## src/design/steq_pkg.sv

```systemverilog
// Shared constants, types and helpers of the sorted timer event queue.
package steq_pkg;

   // Sizing
   localparam int QUEUE_DEPTH = 32;
   localparam int TIME_BITS   = 48;
   localparam int HANDLE_BITS = 16;
   localparam int MAX_RESULTS = 32;

   // Ring index and entry count widths
   localparam int IDX_W = $clog2(QUEUE_DEPTH);
   localparam int CNT_W = $clog2(QUEUE_DEPTH + 1);
   localparam int SUM_W = CNT_W + 1;

   // Command codes
   localparam logic CMD_SCHEDULE = 1'b0;
   localparam logic CMD_TICK     = 1'b1;

   // Result kinds
   localparam logic [1:0] KIND_ACCEPTED = 2'd0;
   localparam logic [1:0] KIND_FULL     = 2'd1;
   localparam logic [1:0] KIND_RELEASED = 2'd2;
   localparam logic [1:0] KIND_NONE_DUE = 2'd3;

   typedef logic [TIME_BITS-1:0]   time_type;
   typedef logic [HANDLE_BITS-1:0] handle_type;
   typedef logic [IDX_W-1:0]       index_type;
   typedef logic [CNT_W-1:0]       count_type;

   // One stored queue entry
   typedef struct packed {
      time_type   event_time;
      handle_type handle;
   } entry_type;

   localparam int ENTRY_W = $bits(entry_type);

   // Status from the controller to the top level
   typedef struct packed {
      logic      idle;
      count_type count;
   } status_type;

   // Physical ring address of logical slot off, counted from base
   function automatic index_type ring_index(input index_type base, input count_type off);
      logic [SUM_W-1:0] sum;
      sum = SUM_W'(base) + SUM_W'(off);
      if (sum >= SUM_W'(QUEUE_DEPTH)) begin
         sum = sum - SUM_W'(QUEUE_DEPTH);
      end
      return sum[IDX_W-1:0];
   endfunction

endpackage

```

## src/design/steq_ram.sv

```systemverilog
// Simple dual-port RAM, one write and one registered read per cycle.
module steq_ram #(
   parameter int DATA_W = 64,
   parameter int DEPTH  = 32,
   parameter int ADDR_W = $clog2(DEPTH)
) (
   input  logic              clock,
   input  logic              wr_en,
   input  logic [ADDR_W-1:0] wr_addr,
   input  logic [DATA_W-1:0] wr_data,
   input  logic              rd_en,
   input  logic [ADDR_W-1:0] rd_addr,
   output logic [DATA_W-1:0] rd_data
);

   logic [DATA_W-1:0] mem [DEPTH];
   logic [DATA_W-1:0] rd_data_ff;

   // Write port
   always_ff @(posedge clock) begin
      if (wr_en) begin
         mem[wr_addr] <= wr_data;
      end
   end

   // Registered read port
   always_ff @(posedge clock) begin
      if (rd_en) begin
         rd_data_ff <= mem[rd_addr];
      end
   end

   assign rd_data = rd_data_ff;

endmodule

```

## src/design/steq_ctrl.sv

```systemverilog
// Sequencer of the timer queue: insertion scan, tick release and result register.
module steq_ctrl (
   input  logic                      clock,
   input  logic                      reset,
   // Request channel
   input  logic                      req_valid,
   output logic                      req_ready,
   input  logic                      req_cmd,
   input  steq_pkg::time_type        req_event_time,
   input  steq_pkg::handle_type      req_handle,
   // Result channel
   output logic                      rsp_valid,
   input  logic                      rsp_ready,
   output logic [1:0]                rsp_kind,
   output steq_pkg::handle_type      rsp_handle_out,
   output steq_pkg::time_type        rsp_time_out,
   output logic                      rsp_became_first,
   output logic                      rsp_last,
   // Entry RAM
   output logic                      ram_wr_en,
   output steq_pkg::index_type       ram_wr_addr,
   output steq_pkg::entry_type       ram_wr_data,
   output logic                      ram_rd_en,
   output steq_pkg::index_type       ram_rd_addr,
   input  steq_pkg::entry_type       ram_rd_data,
   // Status
   output steq_pkg::status_type      status
);

   import steq_pkg::*;

   localparam logic [2:0] S_IDLE     = 3'd0;
   localparam logic [2:0] S_INS      = 3'd1;
   localparam logic [2:0] S_INS_CMP  = 3'd2;
   localparam logic [2:0] S_TICK     = 3'd3;
   localparam logic [2:0] S_TICK_CMP = 3'd4;
   localparam logic [2:0] S_TICK_END = 3'd5;

   logic [2:0] state_ff, state_in;
   index_type  head_ff, head_in;
   count_type  count_ff, count_in;
   count_type  pos_ff, pos_in;
   time_type   time_ff, time_in;
   handle_type handle_ff, handle_in;
   logic       held_valid_ff, held_valid_in;
   entry_type  held_ff, held_in;

   logic       rsp_valid_ff, rsp_valid_in;
   logic [1:0] kind_ff, kind_in;
   handle_type rsp_handle_ff, rsp_handle_in;
   time_type   rsp_time_ff, rsp_time_in;
   logic       first_ff, first_in;
   logic       last_ff, last_in;

   logic       emit;
   logic       out_free;
   logic       rd_due;
   logic       scan_more;

   assign out_free  = !rsp_valid_ff || rsp_ready;
   assign rd_due    = (ram_rd_data.event_time <= time_ff);
   assign scan_more = (pos_ff < count_ff) && (32'(pos_ff) < MAX_RESULTS);

   // Next-state logic
   always_comb begin
      state_in      = state_ff;
      head_in       = head_ff;
      count_in      = count_ff;
      pos_in        = pos_ff;
      time_in       = time_ff;
      handle_in     = handle_ff;
      held_valid_in = held_valid_ff;
      held_in       = held_ff;
      emit          = 1'b0;
      kind_in       = kind_ff;
      rsp_handle_in = rsp_handle_ff;
      rsp_time_in   = rsp_time_ff;
      first_in      = first_ff;
      last_in       = last_ff;
      ram_wr_en     = 1'b0;
      ram_wr_addr   = '0;
      ram_wr_data   = '0;
      ram_rd_en     = 1'b0;
      ram_rd_addr   = '0;

      case (state_ff)
         S_IDLE: begin
            if (req_valid) begin
               time_in       = req_event_time;
               handle_in     = req_handle;
               held_valid_in = 1'b0;
               if (req_cmd == CMD_SCHEDULE) begin
                  pos_in   = count_ff;
                  state_in = S_INS;
               end else begin
                  pos_in   = '0;
                  state_in = S_TICK;
               end
            end
         end

         // Walk down from the tail; pos is the free slot
         S_INS: begin
            if (count_ff == CNT_W'(QUEUE_DEPTH)) begin
               if (out_free) begin
                  emit          = 1'b1;
                  kind_in       = KIND_FULL;
                  rsp_handle_in = handle_ff;
                  rsp_time_in   = time_ff;
                  first_in      = 1'b0;
                  last_in       = 1'b1;
                  state_in      = S_IDLE;
               end
            end else if (pos_ff == '0) begin
               if (out_free) begin
                  ram_wr_en     = 1'b1;
                  ram_wr_addr   = head_ff;
                  ram_wr_data   = '{event_time: time_ff, handle: handle_ff};
                  count_in      = count_ff + CNT_W'(1);
                  emit          = 1'b1;
                  kind_in       = KIND_ACCEPTED;
                  rsp_handle_in = handle_ff;
                  rsp_time_in   = time_ff;
                  first_in      = 1'b1;
                  last_in       = 1'b1;
                  state_in      = S_IDLE;
               end
            end else begin
               ram_rd_en   = 1'b1;
               ram_rd_addr = ring_index(head_ff, pos_ff - CNT_W'(1));
               state_in    = S_INS_CMP;
            end
         end

         // Entry below the free slot is in; stop or move it up
         S_INS_CMP: begin
            if (rd_due) begin
               if (out_free) begin
                  ram_wr_en     = 1'b1;
                  ram_wr_addr   = ring_index(head_ff, pos_ff);
                  ram_wr_data   = '{event_time: time_ff, handle: handle_ff};
                  count_in      = count_ff + CNT_W'(1);
                  emit          = 1'b1;
                  kind_in       = KIND_ACCEPTED;
                  rsp_handle_in = handle_ff;
                  rsp_time_in   = time_ff;
                  first_in      = 1'b0;
                  last_in       = 1'b1;
                  state_in      = S_IDLE;
               end
            end else begin
               ram_wr_en   = 1'b1;
               ram_wr_addr = ring_index(head_ff, pos_ff);
               ram_wr_data = ram_rd_data;
               pos_in      = pos_ff - CNT_W'(1);
               state_in    = S_INS;
            end
         end

         // Fetch the next candidate from the head side
         S_TICK: begin
            if (scan_more) begin
               ram_rd_en   = 1'b1;
               ram_rd_addr = ring_index(head_ff, pos_ff);
               state_in    = S_TICK_CMP;
            end else begin
               state_in = S_TICK_END;
            end
         end

         // A due candidate is held, and frees any entry held before it as a non-final word
         S_TICK_CMP: begin
            if (!rd_due) begin
               state_in = S_TICK_END;
            end else if (!held_valid_ff) begin
               held_in       = ram_rd_data;
               held_valid_in = 1'b1;
               pos_in        = pos_ff + CNT_W'(1);
               state_in      = S_TICK;
            end else if (out_free) begin
               emit          = 1'b1;
               kind_in       = KIND_RELEASED;
               rsp_handle_in = held_ff.handle;
               rsp_time_in   = held_ff.event_time;
               first_in      = 1'b0;
               last_in       = 1'b0;
               held_in       = ram_rd_data;
               pos_in        = pos_ff + CNT_W'(1);
               state_in      = S_TICK;
            end
         end

         // Final word of the tick, then drop released entries
         S_TICK_END: begin
            if (out_free) begin
               emit     = 1'b1;
               first_in = 1'b0;
               last_in  = 1'b1;
               state_in = S_IDLE;
               if (held_valid_ff) begin
                  kind_in       = KIND_RELEASED;
                  rsp_handle_in = held_ff.handle;
                  rsp_time_in   = held_ff.event_time;
                  head_in       = ring_index(head_ff, pos_ff);
                  count_in      = count_ff - pos_ff;
               end else begin
                  kind_in       = KIND_NONE_DUE;
                  rsp_handle_in = '0;
                  rsp_time_in   = time_ff;
               end
               held_valid_in = 1'b0;
            end
         end

         default: begin
            state_in = S_IDLE;
         end
      endcase

      if (emit) begin
         rsp_valid_in = 1'b1;
      end else if (rsp_ready) begin
         rsp_valid_in = 1'b0;
      end else begin
         rsp_valid_in = rsp_valid_ff;
      end
   end

   // Control registers
   always_ff @(posedge clock) begin
      if (reset) begin
         state_ff      <= S_IDLE;
         head_ff       <= '0;
         count_ff      <= '0;
         held_valid_ff <= 1'b0;
         rsp_valid_ff  <= 1'b0;
      end else begin
         state_ff      <= state_in;
         head_ff       <= head_in;
         count_ff      <= count_in;
         held_valid_ff <= held_valid_in;
         rsp_valid_ff  <= rsp_valid_in;
      end
   end

   // Payload registers
   always_ff @(posedge clock) begin
      pos_ff        <= pos_in;
      time_ff       <= time_in;
      handle_ff     <= handle_in;
      held_ff       <= held_in;
      kind_ff       <= kind_in;
      rsp_handle_ff <= rsp_handle_in;
      rsp_time_ff   <= rsp_time_in;
      first_ff      <= first_in;
      last_ff       <= last_in;
   end

   assign req_ready        = (state_ff == S_IDLE);
   assign rsp_valid        = rsp_valid_ff;
   assign rsp_kind         = kind_ff;
   assign rsp_handle_out   = rsp_handle_ff;
   assign rsp_time_out     = rsp_time_ff;
   assign rsp_became_first = first_ff;
   assign rsp_last         = last_ff;

   assign status.idle  = (state_ff == S_IDLE);
   assign status.count = count_ff;

endmodule

```

## src/design/sorted_timer_event_queue_top.sv

```systemverilog
// Top level of the sorted timer event queue: controller, entry RAM and checks.
//
// Pending entries live in a ring in one synchronous RAM, kept sorted by due
// time, with a head pointer and a count. A schedule word runs an insertion
// scan from the tail that moves every stored entry with a later time up one
// slot through the single RAM read port, reading each entry and then writing
// it back; no scan runs when the queue is full. A tick word reads entries
// from the head, releasing each due one, and stops on an entry not yet due,
// at the count or at the release limit; release only advances the head
// pointer. A result word that waits for the receiver stalls the sequencer.
// A new word is taken once the previous one has placed its final result in
// the output register. Entry contents are undefined after reset; only the
// count and the head pointer are cleared, so no clearing pass runs.
module sorted_timer_event_queue_top (
   input  logic                  clock,
   input  logic                  reset,
   input  logic                  req_valid,
   output logic                  req_ready,
   input  logic                  req_cmd,
   input  steq_pkg::time_type    req_event_time,
   input  steq_pkg::handle_type  req_handle,
   output logic                  rsp_valid,
   input  logic                  rsp_ready,
   output logic [1:0]            rsp_kind,
   output steq_pkg::handle_type  rsp_handle_out,
   output steq_pkg::time_type    rsp_time_out,
   output logic                  rsp_became_first,
   output logic                  rsp_last
);

   import steq_pkg::*;

   logic       ram_wr_en;
   index_type  ram_wr_addr;
   entry_type  ram_wr_data;
   logic       ram_rd_en;
   index_type  ram_rd_addr;
   entry_type  ram_rd_data;
   status_type status;

   // Sequencer
   steq_ctrl u_ctrl (
      .clock            (clock),
      .reset            (reset),
      .req_valid        (req_valid),
      .req_ready        (req_ready),
      .req_cmd          (req_cmd),
      .req_event_time   (req_event_time),
      .req_handle       (req_handle),
      .rsp_valid        (rsp_valid),
      .rsp_ready        (rsp_ready),
      .rsp_kind         (rsp_kind),
      .rsp_handle_out   (rsp_handle_out),
      .rsp_time_out     (rsp_time_out),
      .rsp_became_first (rsp_became_first),
      .rsp_last         (rsp_last),
      .ram_wr_en        (ram_wr_en),
      .ram_wr_addr      (ram_wr_addr),
      .ram_wr_data      (ram_wr_data),
      .ram_rd_en        (ram_rd_en),
      .ram_rd_addr      (ram_rd_addr),
      .ram_rd_data      (ram_rd_data),
      .status           (status)
   );

   // Entry storage
   steq_ram #(
      .DATA_W (ENTRY_W),
      .DEPTH  (QUEUE_DEPTH),
      .ADDR_W (IDX_W)
   ) u_ram (
      .clock   (clock),
      .wr_en   (ram_wr_en),
      .wr_addr (ram_wr_addr),
      .wr_data (ram_wr_data),
      .rd_en   (ram_rd_en),
      .rd_addr (ram_rd_addr),
      .rd_data (ram_rd_data)
   );

   // Queue never holds more than its depth
   a_count_bound: assert property (@(posedge clock) disable iff (reset)
      32'(status.count) <= QUEUE_DEPTH)
      else $error("entry count above queue depth");

   // Only released entries may be non-final words
   a_single_last: assert property (@(posedge clock) disable iff (reset)
      rsp_valid && (rsp_kind != KIND_RELEASED) |-> rsp_last)
      else $error("single-word result not marked last");

   // Became-first only on accepted schedules
   a_first_kind: assert property (@(posedge clock) disable iff (reset)
      rsp_valid && rsp_became_first |-> (rsp_kind == KIND_ACCEPTED))
      else $error("became_first on a non-accepted result");

   // A taken word leaves the sequencer busy in the next cycle
   a_busy_after_take: assert property (@(posedge clock) disable iff (reset)
      req_valid && req_ready |=> !status.idle)
      else $error("sequencer idle right after taking a word");

endmodule

```

## config.mk

```make
export PLATFORM = sky130hd
export DESIGN_NAME = sorted_timer_event_queue_top
export DESIGN_NICKNAME = d
export VERILOG_FILES = /design/src/design/steq_pkg.sv /design/src/design/steq_ram.sv /design/src/design/steq_ctrl.sv /design/src/design/sorted_timer_event_queue_top.sv
export SDC_FILE = /design/constraint.sdc
export NUM_CORES = 2
export LEC_CHECK = 0
export BUFFER_PORTS_ARGS = -buffer_cell sky130_fd_sc_hd__buf_4
export CAP_MARGIN = 20
export CORE_ASPECT_RATIO = 0.8
export CORE_MARGIN = 1.5
export CORE_UTILIZATION = 56
export CTS_CLUSTER_DIAMETER = 40
export DETAILED_ROUTE_END_ITERATION = 6
export PLACE_DENSITY = 0.84
export SLEW_MARGIN = 25
export SYNTH_ARGS = -nofsm -noshare
export SYNTH_HDL_FRONTEND = slang
export SYNTH_SLANG_ARGS = --single-unit
```

## constraint.sdc

```tcl
create_clock -name clock -period 7.6 [get_ports clock]
set_input_delay 1.52 -clock clock [delete_from_list [all_inputs] [get_ports clock]]
set_output_delay 1.52 -clock clock [all_outputs]
set_load 0.01 [all_outputs]
```

==> results.toml <==
[worst_setup_path]
rr_endpoint = "u_ram.mem[10][17]"
crit_path_start = "u_ram.rd_data[26]"
cpPeakStageDelay_ns = 0.94
r2r-start = "u_ram.rd_data[26]"
r2r_slack_ns = 1.38
crit_family = "simple AND/OR/NAND/NOR gates"
crit_slowest_cell = "nor3_4"
reg2reg_depth = 10
crit_required_ns = 8.07
critical_path.startpoint_type = "register"
critPathBufInv = 1
critical_path_class = "register to register"
crit_path_end_kind = "register"
cp-endpoint = "u_ram.mem[10][17]"
critPathMaxFanout = 35
cp.arrival_ns = 6.69
crit_chain = "ha_1 > nand4_1 > nor4_2 > a21bo_2 > o2111a_1 > o22ai_1 > o211ai_1 > o21a_1 > nor3_4 > buf_4"
crit_cells = 10

[floorplan]
fp.coreArea_sq_mm = 0.162
ios = 139
die_h_um = 365
die_x_um = 455
num_rows = 132
initial_utilization = 0.565
dieArea_sq_mm = 0.166

[timing]
rsz0062_at_grt = "false"
whs_ns = 0.432
period_share = 0.819
finalCriticalPeriod_ns = 6.22
worstMarginPinSlew_ns = 1.22
hold_viol_final = 0
setup_violations = 0
slew_headroom = 0.184
skew_ns = 0.0710
clock.fmax_mhz = 161
slew_violations = 0

[route]
vias = 52887
routedWlPerCell_um = 36.5
antenna_left = 0
drtIter0Drc = 10017
drt_pass1_iterations = 7
vias_per_cell = 7.24
wl_um = 266000
drc = 11

[finish]
multi_input_area_sq_mm = 0.0204
fin_util = 0.639
final_area_sq_mm = 0.104
syn_to_final_growth_pct = 13.2
drive_gt1_frac = 0.230
register_area_sq_mm = 0.0698
num-fill-cells = 9916
fin_nets = 5093

[yosys]
synth_top_family_by_area = "multiplexers"
synth_fa_ha_area_frac = 0.00967
async_flop_share = 0
synthMuxAreaShare = 0.122
synthCells = 4688
synthTopCellsByArea = "edfxtp_1 (76%), mux4_2 (9.5%), mux2i_1 (2.6%)"
synth_top_area_frac = 0.759
synth_compound_area_frac = 0.0556
ys.flop_type = "edfxtp_1"
synth_nets = 4826
ys_seq_area_frac = 0.762
syn_area_per_cell_sq_um = 19.5
synth-seq-cells = 2330
netlist_area_sq_mm = 0.0916
synth-simple-area-share = 0.0280
synth_xor_area_frac = 0.00172
yosysWarningCount = 0
synth_edf_count = 2314
synth_cell_types = 71
yosysTopAreaCell = "edfxtp_1"
ys_top_cells_by_count = "edfxtp_1 (2314), mux4_2 (387), nand2_1 (323)"
synth.most_common_cell = "edfxtp_1"

[placement]
place_area_sq_mm = 0.0957
dp_hpwl_um = 140000
portBuffers = 138
gp_congestion = 0.914

[run]
max_cap_viol_count = 0

[cts]
ctsResizeCount = 0
h-tree-depth = 4
clk_pin_slew_ns = 0.06
holdBufCountCts = 0
worstSkewPairLatency_ns = 0.91
clockBufferDepth = 3
clock_sinks = 2330
cts_setup_buffers = 0
cts-root-buf = "clkbuf_16"
cts_tree = "built"
cts_made_buffers = 230

[outcome]
violations = "DRC"
status = "complete, but fails checks"

[power]
leakage_nw = 34.5
powerDensity_mw_per_mm2 = 327
ir_drop_mv = 0.264
power_w = 0.0339

[grt]
grt-ovfl-total = 0
grt_max_degree = 116
antenna_found_initial = 8
grt_usage = 0.319
first_global_vias = 51881
grt_pass1_wl_um = 372000

[worst_hold_path]
hp-class = "register to register"
[through the flow]
step	setup TNS, ns	worst slack, ns	instances
detailed placement	0	1.56	6863
CTS	0	1.37	7290
finish	0	1.38	7300
floorplan	-106.72	-0.129	4688
global route	0	1.41	7295
global placement	0	1.74	6860
[sequential cells by signal, summed over array words and instances, names as in the netlist, 2 cells and up]
name,count
u_ram.mem,2048
u_ctrl.held_ff,64
u_ram.rd_data,64
u_ctrl.rsp_time_out,48
u_ctrl.time_ff,48
u_ctrl.handle_ff,16
u_ctrl.rsp_handle_out,16
u_ctrl.count_ff,6
u_ctrl.pos_ff,6
u_ctrl.head_ff,5
u_ctrl.state_ff,3
u_ctrl.rsp_kind,2
[power by group]
part | switching (W) | internal, W
clock | 0.00509 | 0.00657
combinational | 0.00430 | 0.00228
sequential | 0.000340 | 0.0153
total | 0.00973 | 0.0241
[how the worst min path moves through the flow]
stage,slack [ns],endpoint,startpoint,depth (start not counted)
2_1_floorplan,0.43,u_ctrl.held_ff[0],u_ram.rd_data[0],0
3_3_place_gp,0.44,u_ctrl.held_ff[9],u_ram.rd_data[9],0
3_5_place_dp,0.44,u_ctrl.held_ff[7],u_ram.rd_data[7],0
4_1_cts,0.44,u_ctrl.held_ff[9],u_ram.rd_data[9],0
5_1_grt,0.45,u_ctrl.held_ff[9],u_ram.rd_data[9],0
6_report,0.43,u_ctrl.held_ff[9],u_ram.rd_data[9],0
[routing by layer]
metal  share of wire  vias up  track usage
met1            0.33    26266        0.414
met3            0.16     1092        0.109
li1                -    19866            -
met2            0.45     5653        0.480
met4           0.063       10        0.169
met5         0.00029        -            0
[cells in the final DEF (no fill, tap or decap), types with 16 or more instances in the layout]
master,n
o221ai_1,108
a211oi_1,35
buf_12,36
mux2i_1,239
clkbuf_1,26
edfxtp_1,2314
clkinv_1,43
or2_0,16
ha_1,66
nand2_1,318
bufinv_16,25
clkinv_2,33
a221o_1,18
or2_2,30
dfxtp_1,16
o211ai_1,16
clkinv_4,18
a22o_2,36
a22o_1,44
nand3_1,36
nor2_4,16
o21ai_0,84
a21o_1,16
inv_1,78
a2111oi_0,19
inv_6,18
buf_4,250
nor2_1,55
and2_1,17
mux4_2,387
o22ai_1,82
clkbuf_16,235
a21oi_1,160
[final cells by class]
| cell class | instances | share of cell area |
|---|---|---|
| sequential | 2330 | 0.674 |
| multi-input combinational | 2022 | 0.196 |
| clock buffer | 261 | 0.0577 |
| timing repair buffer | 292 | 0.0261 |
| tap | 2144 | 0.0259 |
| clock inverter | 166 | 0.0174 |
| inverter | 79 | 0.00287 |
| antenna | 6 | 0.000145 |
[kinds of logic (layout without fill, tap and decap cells)]
family / after synthesis / in the layout
DFF: 2330 / 2330
buffers and inverters: 336 / 798
other: 0 / 6
muxes: 635 / 635
and+or+nand+nor: 577 / 577
adders and majority gates: 69 / 69
AOI/OAI and AO/OA: 723 / 723
xor gates and xnor gates: 18 / 18
(Power assumes the default switching activity.)
